## config.mk

```make
export PLATFORM = sky130hd
export DESIGN_NAME = fir_filter_int8_rounded_flat
export DESIGN_NICKNAME = d
export VERILOG_FILES = /design/src/rtl/fir8r_pkg.sv /design/src/rtl/fir8r_if.sv /design/src/rtl/fir8r_front.sv /design/src/rtl/fir8r_queue.sv /design/src/rtl/fir8r_back.sv /design/src/rtl/fir_filter_int8_rounded.sv /design/src/flat_wrapper.sv
export SDC_FILE = /design/constraint.sdc
export NUM_CORES = 2
export LEC_CHECK = 0
export BUFFER_PORTS_ARGS = -buffer_cell sky130_fd_sc_hd__buf_2
export CAP_MARGIN = 20
export CORE_MARGIN = 2
export CORE_UTILIZATION = 40
export CTS_CLUSTER_DIAMETER = 120
export CTS_CLUSTER_SIZE = 12
export DETAILED_ROUTE_END_ITERATION = 12
export PLACE_DENSITY_LB_ADDON = 0.2
export SLEW_MARGIN = 20
export SYNTH_ARGS = -nofsm -noshare
export SYNTH_HDL_FRONTEND = slang
export SYNTH_SLANG_ARGS = --single-unit
```

## constraint.sdc

```tcl
create_clock -name clk -period 8.96 [get_ports clk]
set_input_delay 2.24 -clock clk [delete_from_list [all_inputs] [get_ports clk]]
set_output_delay 2.24 -clock clk [all_outputs]
set_load 0.01 [all_outputs]
```

## src/rtl/fir8r_pkg.sv

```systemverilog
package fir8r_pkg;

	// Fixed field and register widths
	localparam int SMP_W        = 8;
	localparam int COEFF_W      = 8;
	localparam int ACC_W        = 16;
	localparam int CFG_W        = 64;
	localparam int TAPS_W       = 5;
	localparam int COEFF_NUM    = 16;
	localparam int COEFF_PER_WD = CFG_W / COEFF_W;
	localparam int MAX_TAPS_DEF = 16;
	localparam int TAPS_RESET   = 16;

	// Rounding: arithmetic shift right, add bias, then one more shift right
	localparam int ROUND_SHIFT  = 6;
	localparam int ROUND_BIAS   = 1;

	// Work queue between front and back
	localparam int Q_DEPTH      = 4;
	localparam int Q_AW         = $clog2(Q_DEPTH);

	// Configuration register indexes
	typedef enum logic [1:0] {
		REG_TAP_COUNT  = 2'd0,
		REG_COEFF_LOW  = 2'd1,
		REG_COEFF_HIGH = 2'd2
	} reg_idx_t;

	// One unit of work for the back end: a sample to shift in, and the end-of-block mark
	typedef struct packed {
		logic signed [SMP_W-1:0] smp;
		logic                    last;
	} work_t;

	// Settings seen by front and back
	typedef struct packed {
		logic [TAPS_W-1:0]                 taps;
		logic [COEFF_NUM-1:0][COEFF_W-1:0] coeff;
	} cfg_t;

endpackage

```

## src/rtl/fir8r_if.sv

```systemverilog
// Sample channel
interface fir8r_in_if;
	logic              valid;
	logic              ready;
	logic signed [7:0] sample;
	logic              last_in;

	modport source (output valid, output sample, output last_in, input ready);
	modport sink (input valid, input sample, input last_in, output ready);
endinterface

// Result channel
interface fir8r_out_if;
	logic              valid;
	logic              ready;
	logic signed [7:0] filtered;
	logic              out_last;

	modport source (output valid, output filtered, output out_last, input ready);
	modport sink (input valid, input filtered, input out_last, output ready);
endinterface

```

## src/rtl/fir8r_front.sv

```systemverilog
module fir8r_front #(
	parameter int MAX_TAPS = fir8r_pkg::MAX_TAPS_DEF
) (
	input  logic                          clk,
	input  logic                          arst_n,
	fir8r_in_if.sink                      samples,
	input  logic [fir8r_pkg::TAPS_W-1:0]  taps,
	input  logic                          q_full,
	output logic                          q_push,
	output fir8r_pkg::work_t              q_wdata
);
	import fir8r_pkg::*;

	localparam int REM_W = $clog2(MAX_TAPS);

	logic             tail_q;
	logic [REM_W-1:0] rem_q;
	logic             acc_beat;
	logic             single_tap;

	assign single_tap = (taps == TAPS_W'(1));
	assign acc_beat   = samples.valid && samples.ready;

	// Samples are held off while the tail of a block is being generated.
	always_comb begin
		samples.ready = !tail_q && !q_full;
		if (tail_q) begin
			q_push       = !q_full;
			q_wdata.smp  = '0;
			q_wdata.last = (rem_q == REM_W'(1));
		end else begin
			q_push       = acc_beat;
			q_wdata.smp  = samples.sample;
			q_wdata.last = samples.last_in && single_tap;
		end
	end

	// Tail counter: taps-1 zero samples follow the last sample of a block.
	always_ff @(posedge clk or negedge arst_n) begin
		if (!arst_n) begin
			tail_q <= 1'b0;
			rem_q  <= '0;
		end else if (acc_beat && samples.last_in && !single_tap) begin
			tail_q <= 1'b1;
			rem_q  <= REM_W'(taps - TAPS_W'(1));
		end else if (tail_q && !q_full) begin
			rem_q <= rem_q - REM_W'(1);
			if (rem_q == REM_W'(1)) begin
				tail_q <= 1'b0;
			end
		end
	end

endmodule

```

## src/rtl/fir8r_queue.sv

```systemverilog
module fir8r_queue (
	input  logic             clk,
	input  logic             arst_n,
	input  logic             push,
	input  fir8r_pkg::work_t wdata,
	output logic             full,
	input  logic             pop,
	output logic             rvalid,
	output fir8r_pkg::work_t rdata
);
	import fir8r_pkg::*;

	work_t           mem_q [Q_DEPTH];
	logic [Q_AW-1:0] wr_ptr_q;
	logic [Q_AW-1:0] rd_ptr_q;
	logic [Q_AW:0]   cnt_q;

	assign full   = (cnt_q == (Q_AW+1)'(Q_DEPTH));
	assign rvalid = (cnt_q != '0);
	assign rdata  = mem_q[rd_ptr_q];

	// Entry storage
	always_ff @(posedge clk) begin
		if (push) begin
			mem_q[wr_ptr_q] <= wdata;
		end
	end

	// Pointers and fill count
	always_ff @(posedge clk or negedge arst_n) begin
		if (!arst_n) begin
			wr_ptr_q <= '0;
			rd_ptr_q <= '0;
			cnt_q    <= '0;
		end else begin
			if (push) begin
				wr_ptr_q <= wr_ptr_q + Q_AW'(1);
			end
			if (pop) begin
				rd_ptr_q <= rd_ptr_q + Q_AW'(1);
			end
			if (push && !pop) begin
				cnt_q <= cnt_q + (Q_AW+1)'(1);
			end else if (pop && !push) begin
				cnt_q <= cnt_q - (Q_AW+1)'(1);
			end
		end
	end

endmodule

```

## src/rtl/fir8r_back.sv

```systemverilog
module fir8r_back #(
	parameter int MAX_TAPS = fir8r_pkg::MAX_TAPS_DEF
) (
	input  logic             clk,
	input  logic             arst_n,
	input  fir8r_pkg::cfg_t  cfg,
	input  logic             q_valid,
	input  fir8r_pkg::work_t q_rdata,
	output logic             q_pop,
	fir8r_out_if.source      results
);
	import fir8r_pkg::*;

	localparam int NGRP  = (MAX_TAPS + 3) / 4;
	localparam int NLANE = NGRP * 4;

	logic signed [SMP_W-1:0] dl_q [MAX_TAPS-1];
	logic [ACC_W-1:0]        prod_s1 [NLANE];
	logic [ACC_W-1:0]        lane_prod [NLANE];
	logic [ACC_W-1:0]        psum_s2 [NGRP];
	logic [ACC_W-1:0]        grp_sum [NGRP];
	logic                    vld_s1, vld_s2, vld_s3;
	logic                    last_s1, last_s2, last_s3;
	logic [SMP_W-1:0]        filt_s3;
	logic [ACC_W-1:0]        acc;
	logic signed [ACC_W-1:0] sh;
	logic [ACC_W-1:0]        rnd;
	logic                    adv;

	// The whole pipeline moves when the result register is free or being taken.
	assign adv   = !vld_s3 || results.ready;
	assign q_pop = q_valid && adv;

	assign results.valid    = vld_s3;
	assign results.filtered = filt_s3;
	assign results.out_last = last_s3;

	// One multiplier per tap; taps beyond the active count give zero.
	always_comb begin
		logic signed [SMP_W-1:0]   x;
		logic signed [ACC_W:0]     p;
		for (int k = 0; k < NLANE; k++) begin
			lane_prod[k] = '0;
			if (k < MAX_TAPS) begin
				x = (k == 0) ? q_rdata.smp : dl_q[(k == 0) ? 0 : k - 1];
				p = $signed({1'b0, cfg.coeff[k]}) * x;
				if (TAPS_W'(k) < cfg.taps) begin
					lane_prod[k] = p[ACC_W-1:0];
				end
			end
		end
	end

	// Partial sums over groups of four products
	always_comb begin
		for (int g = 0; g < NGRP; g++) begin
			grp_sum[g] = prod_s1[4*g] + prod_s1[4*g+1] + prod_s1[4*g+2] + prod_s1[4*g+3];
		end
	end

	// Final sum, wrapping at 16 bits, then rounding to 8 bits
	always_comb begin
		acc = '0;
		for (int g = 0; g < NGRP; g++) begin
			acc = acc + psum_s2[g];
		end
		sh  = $signed(acc) >>> ROUND_SHIFT;
		rnd = sh + ACC_W'(ROUND_BIAS);
	end

	// Delay line shifts on every popped beat and clears after the block's final one.
	always_ff @(posedge clk or negedge arst_n) begin
		if (!arst_n) begin
			for (int i = 0; i < MAX_TAPS - 1; i++) begin
				dl_q[i] <= '0;
			end
		end else if (q_pop) begin
			for (int i = 0; i < MAX_TAPS - 1; i++) begin
				if (q_rdata.last) begin
					dl_q[i] <= '0;
				end else if (i == 0) begin
					dl_q[i] <= q_rdata.smp;
				end else begin
					dl_q[i] <= dl_q[(i == 0) ? 0 : i - 1];
				end
			end
		end
	end

	// Stage valid bits
	always_ff @(posedge clk or negedge arst_n) begin
		if (!arst_n) begin
			vld_s1 <= 1'b0;
			vld_s2 <= 1'b0;
			vld_s3 <= 1'b0;
		end else if (adv) begin
			vld_s1 <= q_pop;
			vld_s2 <= vld_s1;
			vld_s3 <= vld_s2;
		end
	end

	// Stage payload
	always_ff @(posedge clk) begin
		if (adv) begin
			for (int k = 0; k < NLANE; k++) begin
				prod_s1[k] <= lane_prod[k];
			end
			last_s1 <= q_rdata.last;
			for (int g = 0; g < NGRP; g++) begin
				psum_s2[g] <= grp_sum[g];
			end
			last_s2 <= last_s1;
			filt_s3 <= rnd[SMP_W:1];
			last_s3 <= last_s2;
		end
	end

endmodule

```

## src/rtl/fir_filter_int8_rounded.sv

```systemverilog
// Channel  | Direction | Beat fields         | Notes
// samples  | sink      | sample, last_in     | last_in closes a block
// results  | source    | filtered, out_last  | out_last on the block's final output
// cfg_*    | write     | cfg_idx, cfg_wdata  | tap_count, coeff_word_low, coeff_word_high
//
// One sample is taken per cycle while the work queue is not full; a sample
// with last_in set is followed by (clamped tap count)-1 tail outputs, during
// which samples are held off. A pushed beat passes the work queue, then the
// multiply, group sum and rounded final sum registers before its result is valid.
// A stall on results freezes the back pipeline; the four-entry queue lets the
// front keep taking samples until it fills. Reset clears the delay line and queue.
module fir_filter_int8_rounded #(
	parameter int MAX_TAPS = fir8r_pkg::MAX_TAPS_DEF
) (
	input  logic                        clk,
	input  logic                        arst_n,
	fir8r_in_if.sink                    samples,
	fir8r_out_if.source                 results,
	input  logic                        cfg_we,
	input  logic [1:0]                  cfg_idx,
	input  logic [fir8r_pkg::CFG_W-1:0] cfg_wdata
);
	import fir8r_pkg::*;

	logic [TAPS_W-1:0] tap_count_q;
	logic [CFG_W-1:0]  coeff_lo_q;
	logic [CFG_W-1:0]  coeff_hi_q;
	cfg_t              cfg;
	logic              q_push, q_full, q_pop, q_valid;
	work_t             q_wdata, q_rdata;

	// Configuration registers
	always_ff @(posedge clk or negedge arst_n) begin
		if (!arst_n) begin
			tap_count_q <= TAPS_W'(TAPS_RESET);
			coeff_lo_q  <= '0;
			coeff_hi_q  <= '0;
		end else if (cfg_we) begin
			case (reg_idx_t'(cfg_idx))
				REG_TAP_COUNT:  tap_count_q <= cfg_wdata[TAPS_W-1:0];
				REG_COEFF_LOW:  coeff_lo_q  <= cfg_wdata;
				REG_COEFF_HIGH: coeff_hi_q  <= cfg_wdata;
				default: begin
				end
			endcase
		end
	end

	// Active tap count clamped to 1..MAX_TAPS, coefficients unpacked
	always_comb begin
		if (tap_count_q == '0) begin
			cfg.taps = TAPS_W'(1);
		end else if (tap_count_q > TAPS_W'(MAX_TAPS)) begin
			cfg.taps = TAPS_W'(MAX_TAPS);
		end else begin
			cfg.taps = tap_count_q;
		end
		for (int k = 0; k < COEFF_PER_WD; k++) begin
			cfg.coeff[k]                = coeff_lo_q[k*COEFF_W +: COEFF_W];
			cfg.coeff[k + COEFF_PER_WD] = coeff_hi_q[k*COEFF_W +: COEFF_W];
		end
	end

	fir8r_front #(.MAX_TAPS(MAX_TAPS)) u_front (
		.clk     (clk),
		.arst_n  (arst_n),
		.samples (samples),
		.taps    (cfg.taps),
		.q_full  (q_full),
		.q_push  (q_push),
		.q_wdata (q_wdata)
	);

	fir8r_queue u_queue (
		.clk    (clk),
		.arst_n (arst_n),
		.push   (q_push),
		.wdata  (q_wdata),
		.full   (q_full),
		.pop    (q_pop),
		.rvalid (q_valid),
		.rdata  (q_rdata)
	);

	fir8r_back #(.MAX_TAPS(MAX_TAPS)) u_back (
		.clk     (clk),
		.arst_n  (arst_n),
		.cfg     (cfg),
		.q_valid (q_valid),
		.q_rdata (q_rdata),
		.q_pop   (q_pop),
		.results (results)
	);

	// The back end never pops an empty queue.
	a_pop_nonempty: assert property (@(posedge clk) disable iff (!arst_n)
		q_pop |-> q_valid)
		else $error("work queue popped while empty");

	// The front end never pushes into a full queue.
	a_push_not_full: assert property (@(posedge clk) disable iff (!arst_n)
		q_push |-> !q_full)
		else $error("work queue pushed while full");

	// A block's last sample with more than one tap starts a tail that holds off samples.
	a_tail_holds_off: assert property (@(posedge clk) disable iff (!arst_n)
		(samples.valid && samples.ready && samples.last_in && cfg.taps != TAPS_W'(1))
		|=> !samples.ready)
		else $error("samples accepted during tail generation");

endmodule

```

## src/flat_wrapper.sv

```systemverilog
// flat-port wrapper written by rule: the top's interface ports become plain ports
module fir_filter_int8_rounded_flat import fir8r_pkg::*;
#(
	parameter int MAX_TAPS = fir8r_pkg::MAX_TAPS_DEF
)
  (clk, arst_n, cfg_we, cfg_idx, cfg_wdata, samples_valid, samples_sample, samples_last_in, samples_ready, results_valid, results_filtered, results_out_last, results_ready);
  fir8r_in_if samples_i ();
  fir8r_out_if results_i ();
  input  logic clk;
  input  logic arst_n;
  input  logic cfg_we;
  input  logic [1:0] cfg_idx;
  input  logic [fir8r_pkg::CFG_W-1:0] cfg_wdata;
  input wire logic [$bits(samples_i.valid)-1:0] samples_valid;
  input wire logic [$bits(samples_i.sample)-1:0] samples_sample;
  input wire logic [$bits(samples_i.last_in)-1:0] samples_last_in;
  output wire logic [$bits(samples_i.ready)-1:0] samples_ready;
  output wire logic [$bits(results_i.valid)-1:0] results_valid;
  output wire logic [$bits(results_i.filtered)-1:0] results_filtered;
  output wire logic [$bits(results_i.out_last)-1:0] results_out_last;
  input wire logic [$bits(results_i.ready)-1:0] results_ready;
  assign samples_i.valid = samples_valid;
  assign samples_i.sample = samples_sample;
  assign samples_i.last_in = samples_last_in;
  assign samples_ready = samples_i.ready;
  assign results_valid = results_i.valid;
  assign results_filtered = results_i.filtered;
  assign results_out_last = results_i.out_last;
  assign results_i.ready = results_ready;
  fir_filter_int8_rounded #(.MAX_TAPS(MAX_TAPS)) u_core (.clk(clk), .arst_n(arst_n), .samples(samples_i), .results(results_i), .cfg_we(cfg_we), .cfg_idx(cfg_idx), .cfg_wdata(cfg_wdata));
endmodule
```

==> impl.org <==
** Flow run
- Across the run, the number of max-cap violations was 0.

** Synthesis
- Avg Cell Area, Syn :: between 10 and 15 um^2
- Yosys mapped a number of flops with a built-in enable equal to about 350.
- For this run, the leading register cell type out of synthesis is sky130_fd_sc_hd__edfxtp_1.
- Synth top cells by count :: sky130_fd_sc_hd__inv_1 (1038), sky130_fd_sc_hd__fa_1 (732), sky130_fd_sc_hd__ha_1 (653), sky130_fd_sc_hd__nand2_1 (640), sky130_fd_sc_hd__and2_1 (572)
- The share of the Yosys chip area taken by registers is 0.285.
- In the synthesized netlist the async set-or-reset flop fraction comes to 0.436.
- Most frequent cell after synthesis :: sky130_fd_sc_hd__inv_1
- Synthesized netlist net count :: about 7.3k
- After synthesis, the cell types taking the most area are sky130_fd_sc_hd__fa_1 (24%), sky130_fd_sc_hd__edfxtp_1 (17%), sky130_fd_sc_hd__ha_1 (14%), sky130_fd_sc_hd__dfrtp_1 (11%), sky130_fd_sc_hd__inv_1 (6.5%).
- Largest area contributor in the synthesized netlist :: sky130_fd_sc_hd__fa_1
- In this run, distinct cell masters in the synthesized netlist total 60.
- Number of synthesized register bits :: 615
- The Yosys step of the flow raised 0 warnings.
- Post-synth top area share :: 0.244
- Summing every instance area after synthesis gives 60100 um^2.
- Synthesis produced a netlist whose cell count is around 5.9k.

** STA
- RSZ-0062 raised after global routing :: false
- Final count of negative-setup-slack endpoints :: 0
- Final Cycle Share :: 0.639
- At the pin with the least slew margin, the transition time is roughly 1100 ps.
- For the final routed database, the setup TNS stands at 0 ps.
- Headroom to the max-slew limit came out at 0.278.
- Achievable frequency :: roughly 0.17 GHz
- Post-route minimum period :: between 5000 and 6000 ps
- Number of failing hold endpoints at the final stage :: 0
- Between clock sinks in the finished design, the worst skew comes to between 30 and 40 ps.
- The number of slew-limit violations in the final report was 0.

** Die
- The die covers approximately 150000 um^2.
- Floorplan Core Area :: 150000 um^2
- Top-level port count :: 91
- In this run the core area contains ~140 standard-cell rows.
- From bottom edge to top edge, the die measures 392 um.
- Horizontal extent of the die :: about 400 um
- Initial core utilization :: 0.402

** CTS
- The root buffer cell chosen for the clock tree is sky130_fd_sc_hd__clkbuf_16.
- In this run, post-CTS repair resized a total of 0 instances.
- For the worst-skew pair, the clock arrives at the later sink with an insertion delay of around 700 ps.
- Clock sink count :: about 620
- After clock tree synthesis, the clock-pin slew on the worst setup and hold paths is 70 ps.
- CTS HTree Levels :: 2
- CTS Buf Count :: 58
- For this design, the CTS-stage hold fixing added 0 buffers.
- Max Root-Sink Buffers :: 3
- TritonCTS built the clock tree.
- Number of buffers inserted by post-CTS setup repair :: 0

** Worst setup path
- Setup CP Type :: reg2reg
- Data on the critical path arrives at its endpoint at 6140 ps.
- Crit path max fanout :: 11
- Startpoint type of the worst setup path :: flip-flop
- Data on the critical path is required at its endpoint by roughly 9400 ps.
- STA classifies the critical path endpoint as a flip-flop.
- The worst register-to-register path has a depth of 19.
- In this run the critical register-to-register path is launched from u_core.u_queue.rd_ptr_q[1].
- In this run the register-to-register setup slack is 3240 ps.
- The most critical setup path has its startpoint at u_core.u_queue.rd_ptr_q[1].

** Global route
- In the global route stage, overall resource usage came out at 0.206.
- The initial antenna violation count was 9.
- Via count of the first global-routing pass :: roughly 42k
- Largest net degree at the start of global routing :: approximately 170
- The first global-routing pass estimated around 240000 um of wire.
- For this run the aggregate overflow at the end of global routing stands at 0.

** Power
- Pwr per Cell Area :: approximately 340 nW/um^2
- For this design the static power due to leakage is between 30 and 40 nW.
- Maximum ir drop on the vdd rail :: roughly 430 uV

** Hold path
- The startpoint identified for the worst hold timing path is u_core.u_back.last_s1.
- The path class of the tightest hold or removal check is reg2reg.
- The worst hold path was traced through 0 stages.

** Routing
- Aggregate routed wire length :: approximately 150000 um
- Count of unresolved DRC violations after routing :: 0
- The pre-antenna-repair detailed-routing pass consisted of 7 iterations.
- Antenna-violating nets left :: 0
- Via count normalized by instance count :: just under 5
- Dividing the detail-routed wire length by the instance count gives approximately 19 um.
- After the first detailed-routing iteration, the DRC count stood at ~2.1k.
- Total via count after detailed routing :: 39.3k

** Place
- Detailed placement ended at an HPWL of roughly 120000 um.
- In this run, placement finished with an instance count of about 8k.
- Routability-driven placement finished with a final weighted congestion of 0.847.
- Cell area after placement :: ~63000 um^2
- In this run the tool buffered the top-level ports with 90 buffer cells.

** Finish
- Area added between synthesis and finish :: 7.06%
- Excluding fillers, the count of instances in the completed layout stands at ~7.9k.
- Fin area :: 64400 um^2
- The final layout contains between 7k and 8k nets.
- Of the cells placed in the final design, the portion with a size suffix greater than 1 is 0.0596.

** Run status
- The flow ran to the end, and the final reports show no timing, DRC or antenna violations.
[area by class of cell]
cell class / count / area [um^2]
Antenna cell: 6 / 15.0
Tap cell: 2016 / 2520
Clock buffer: 102 / 1620
Clock inverter: 7 / 111
Multi-Input combinational cell: 4026 / 38300
Sequential cell: 615 / 17100
Inverter: 1039 / 3910
Fill cell: 14600 / 85200
Timing Repair Buffer: 118 / 712
[critical path, stage by stage (launching register included)]
cell and delay [ps]:
sky130_fd_sc_hd__dfrtp_1 640, sky130_fd_sc_hd__mux2_2 390, sky130_fd_sc_hd__o21ai_1 680, sky130_fd_sc_hd__or2_2 240
sky130_fd_sc_hd__fa_1 420, sky130_fd_sc_hd__fa_1 490, sky130_fd_sc_hd__inv_1 50, sky130_fd_sc_hd__fa_1 480
sky130_fd_sc_hd__inv_1 50, sky130_fd_sc_hd__fa_1 470, sky130_fd_sc_hd__inv_1 40, sky130_fd_sc_hd__ha_1 300
sky130_fd_sc_hd__o21ai_0 110, sky130_fd_sc_hd__a21boi_0 160, sky130_fd_sc_hd__o21a_1 200, sky130_fd_sc_hd__o21ai_0 140
sky130_fd_sc_hd__nand2b_1 70, sky130_fd_sc_hd__a21oi_1 210, sky130_fd_sc_hd__o21ai_0 150, sky130_fd_sc_hd__xnor2_1 140
[metrics by stage]
| step | worst slack (ps) | util | power (mW) | hold slack (ps) |
|---|---|---|---|---|
| floorplan | 1280 | - | 15.6 | 400 |
| global placement | 3260 | 0.418 | 19.7 | 410 |
| detailed placement | 3190 | 0.418 | 19.7 | 412 |
| CTS | 3170 | 0.430 | 22.4 | 430 |
| global route | 2830 | 0.430 | 24.2 | 444 |
| finish | 3240 | 0.430 | 22.0 | 428 |
[flip-flops by register name, summed over array words and instances (netlist names), 2 cells and up]
signal	count
u_core.coeff_hi_q	64
u_core.coeff_lo_q	64
u_core.tap_count_q	5
u_core.u_back.dl_q	120
u_core.u_back.prod_s1	240
u_core.u_back.psum_s2	60
u_core.u_back.results.filtered	8
u_core.u_front.rem_q	4
u_core.u_queue.cnt_q	3
u_core.u_queue.mem_q	36
u_core.u_queue.rd_ptr_q	2
u_core.u_queue.wr_ptr_q	2
[logic make-up (layout without fill, tap and decap cells)]
logic type	count (synthesis)	in the layout	synth area share
XOR/XNOR	226	226	0.0332
flip-flops	615	615	0.285
buffers and inverters	1241	1266	0.0775
multiplexers	147	147	0.0290
other	0	6	0
AND/OR/NAND/NOR	1762	1762	0.147
AO/OA/AOI/OAI	506	506	0.0487
adder cells (fa/ha/maj)	1385	1385	0.380
[layout by cell type (no fill, tap or decap), drive strengths merged, types with 6 or more instances in the layout]
cell type,instances
inv,1040
fa,732
ha,653
nand2,640
and2,572
edfxtp,347
dfrtp,267
o21ai,220
nor2,197
xnor2,188
a21oi,146
mux2,136
buf,118
clkbuf,102
nor2b,97
nor3,88
nand2b,69
a21o,56
xor2,38
and3,34
nand3,30
o21a,18
o22ai,15
nand3b,11
a21boi,9
a31oi,9
or2,8
mux4,8
a211oi,7
diode,6
[layer usage]
layer / up-vias / global-route usage / part of all wire
li1: 18500 / - / -
met1: 20000 / 0.289 / 0.47
met2: 664 / 0.343 / 0.47
met3: 158 / 0.0212 / 0.037
met4: 2 / 0.0472 / 0.022
met5: - / 0 / 0.000079
[path summary, 6_finish.rpt]
path,endpoint
max,u_core.u_back.prod_s1[0][14]
min,u_core.u_back.last_s2
max reg2reg,u_core.u_back.prod_s1[0][14]
min reg2reg,u_core.u_back.last_s2
max in group asynchronous,u_core.coeff_hi_q[52]
min in group asynchronous,u_core.u_back.dl_q[47]
[where the power goes]
part / switching, mW / internal [mW] / total (mW)
Combinational: 7.97 / 5.82 / 13.8
Clock: 1.20 / 1.25 / 2.45
Sequential: 1.08 / 4.70 / 5.78
Total: 10.2 / 11.8 / 22.0
Power figures use the tool's default switching activity.
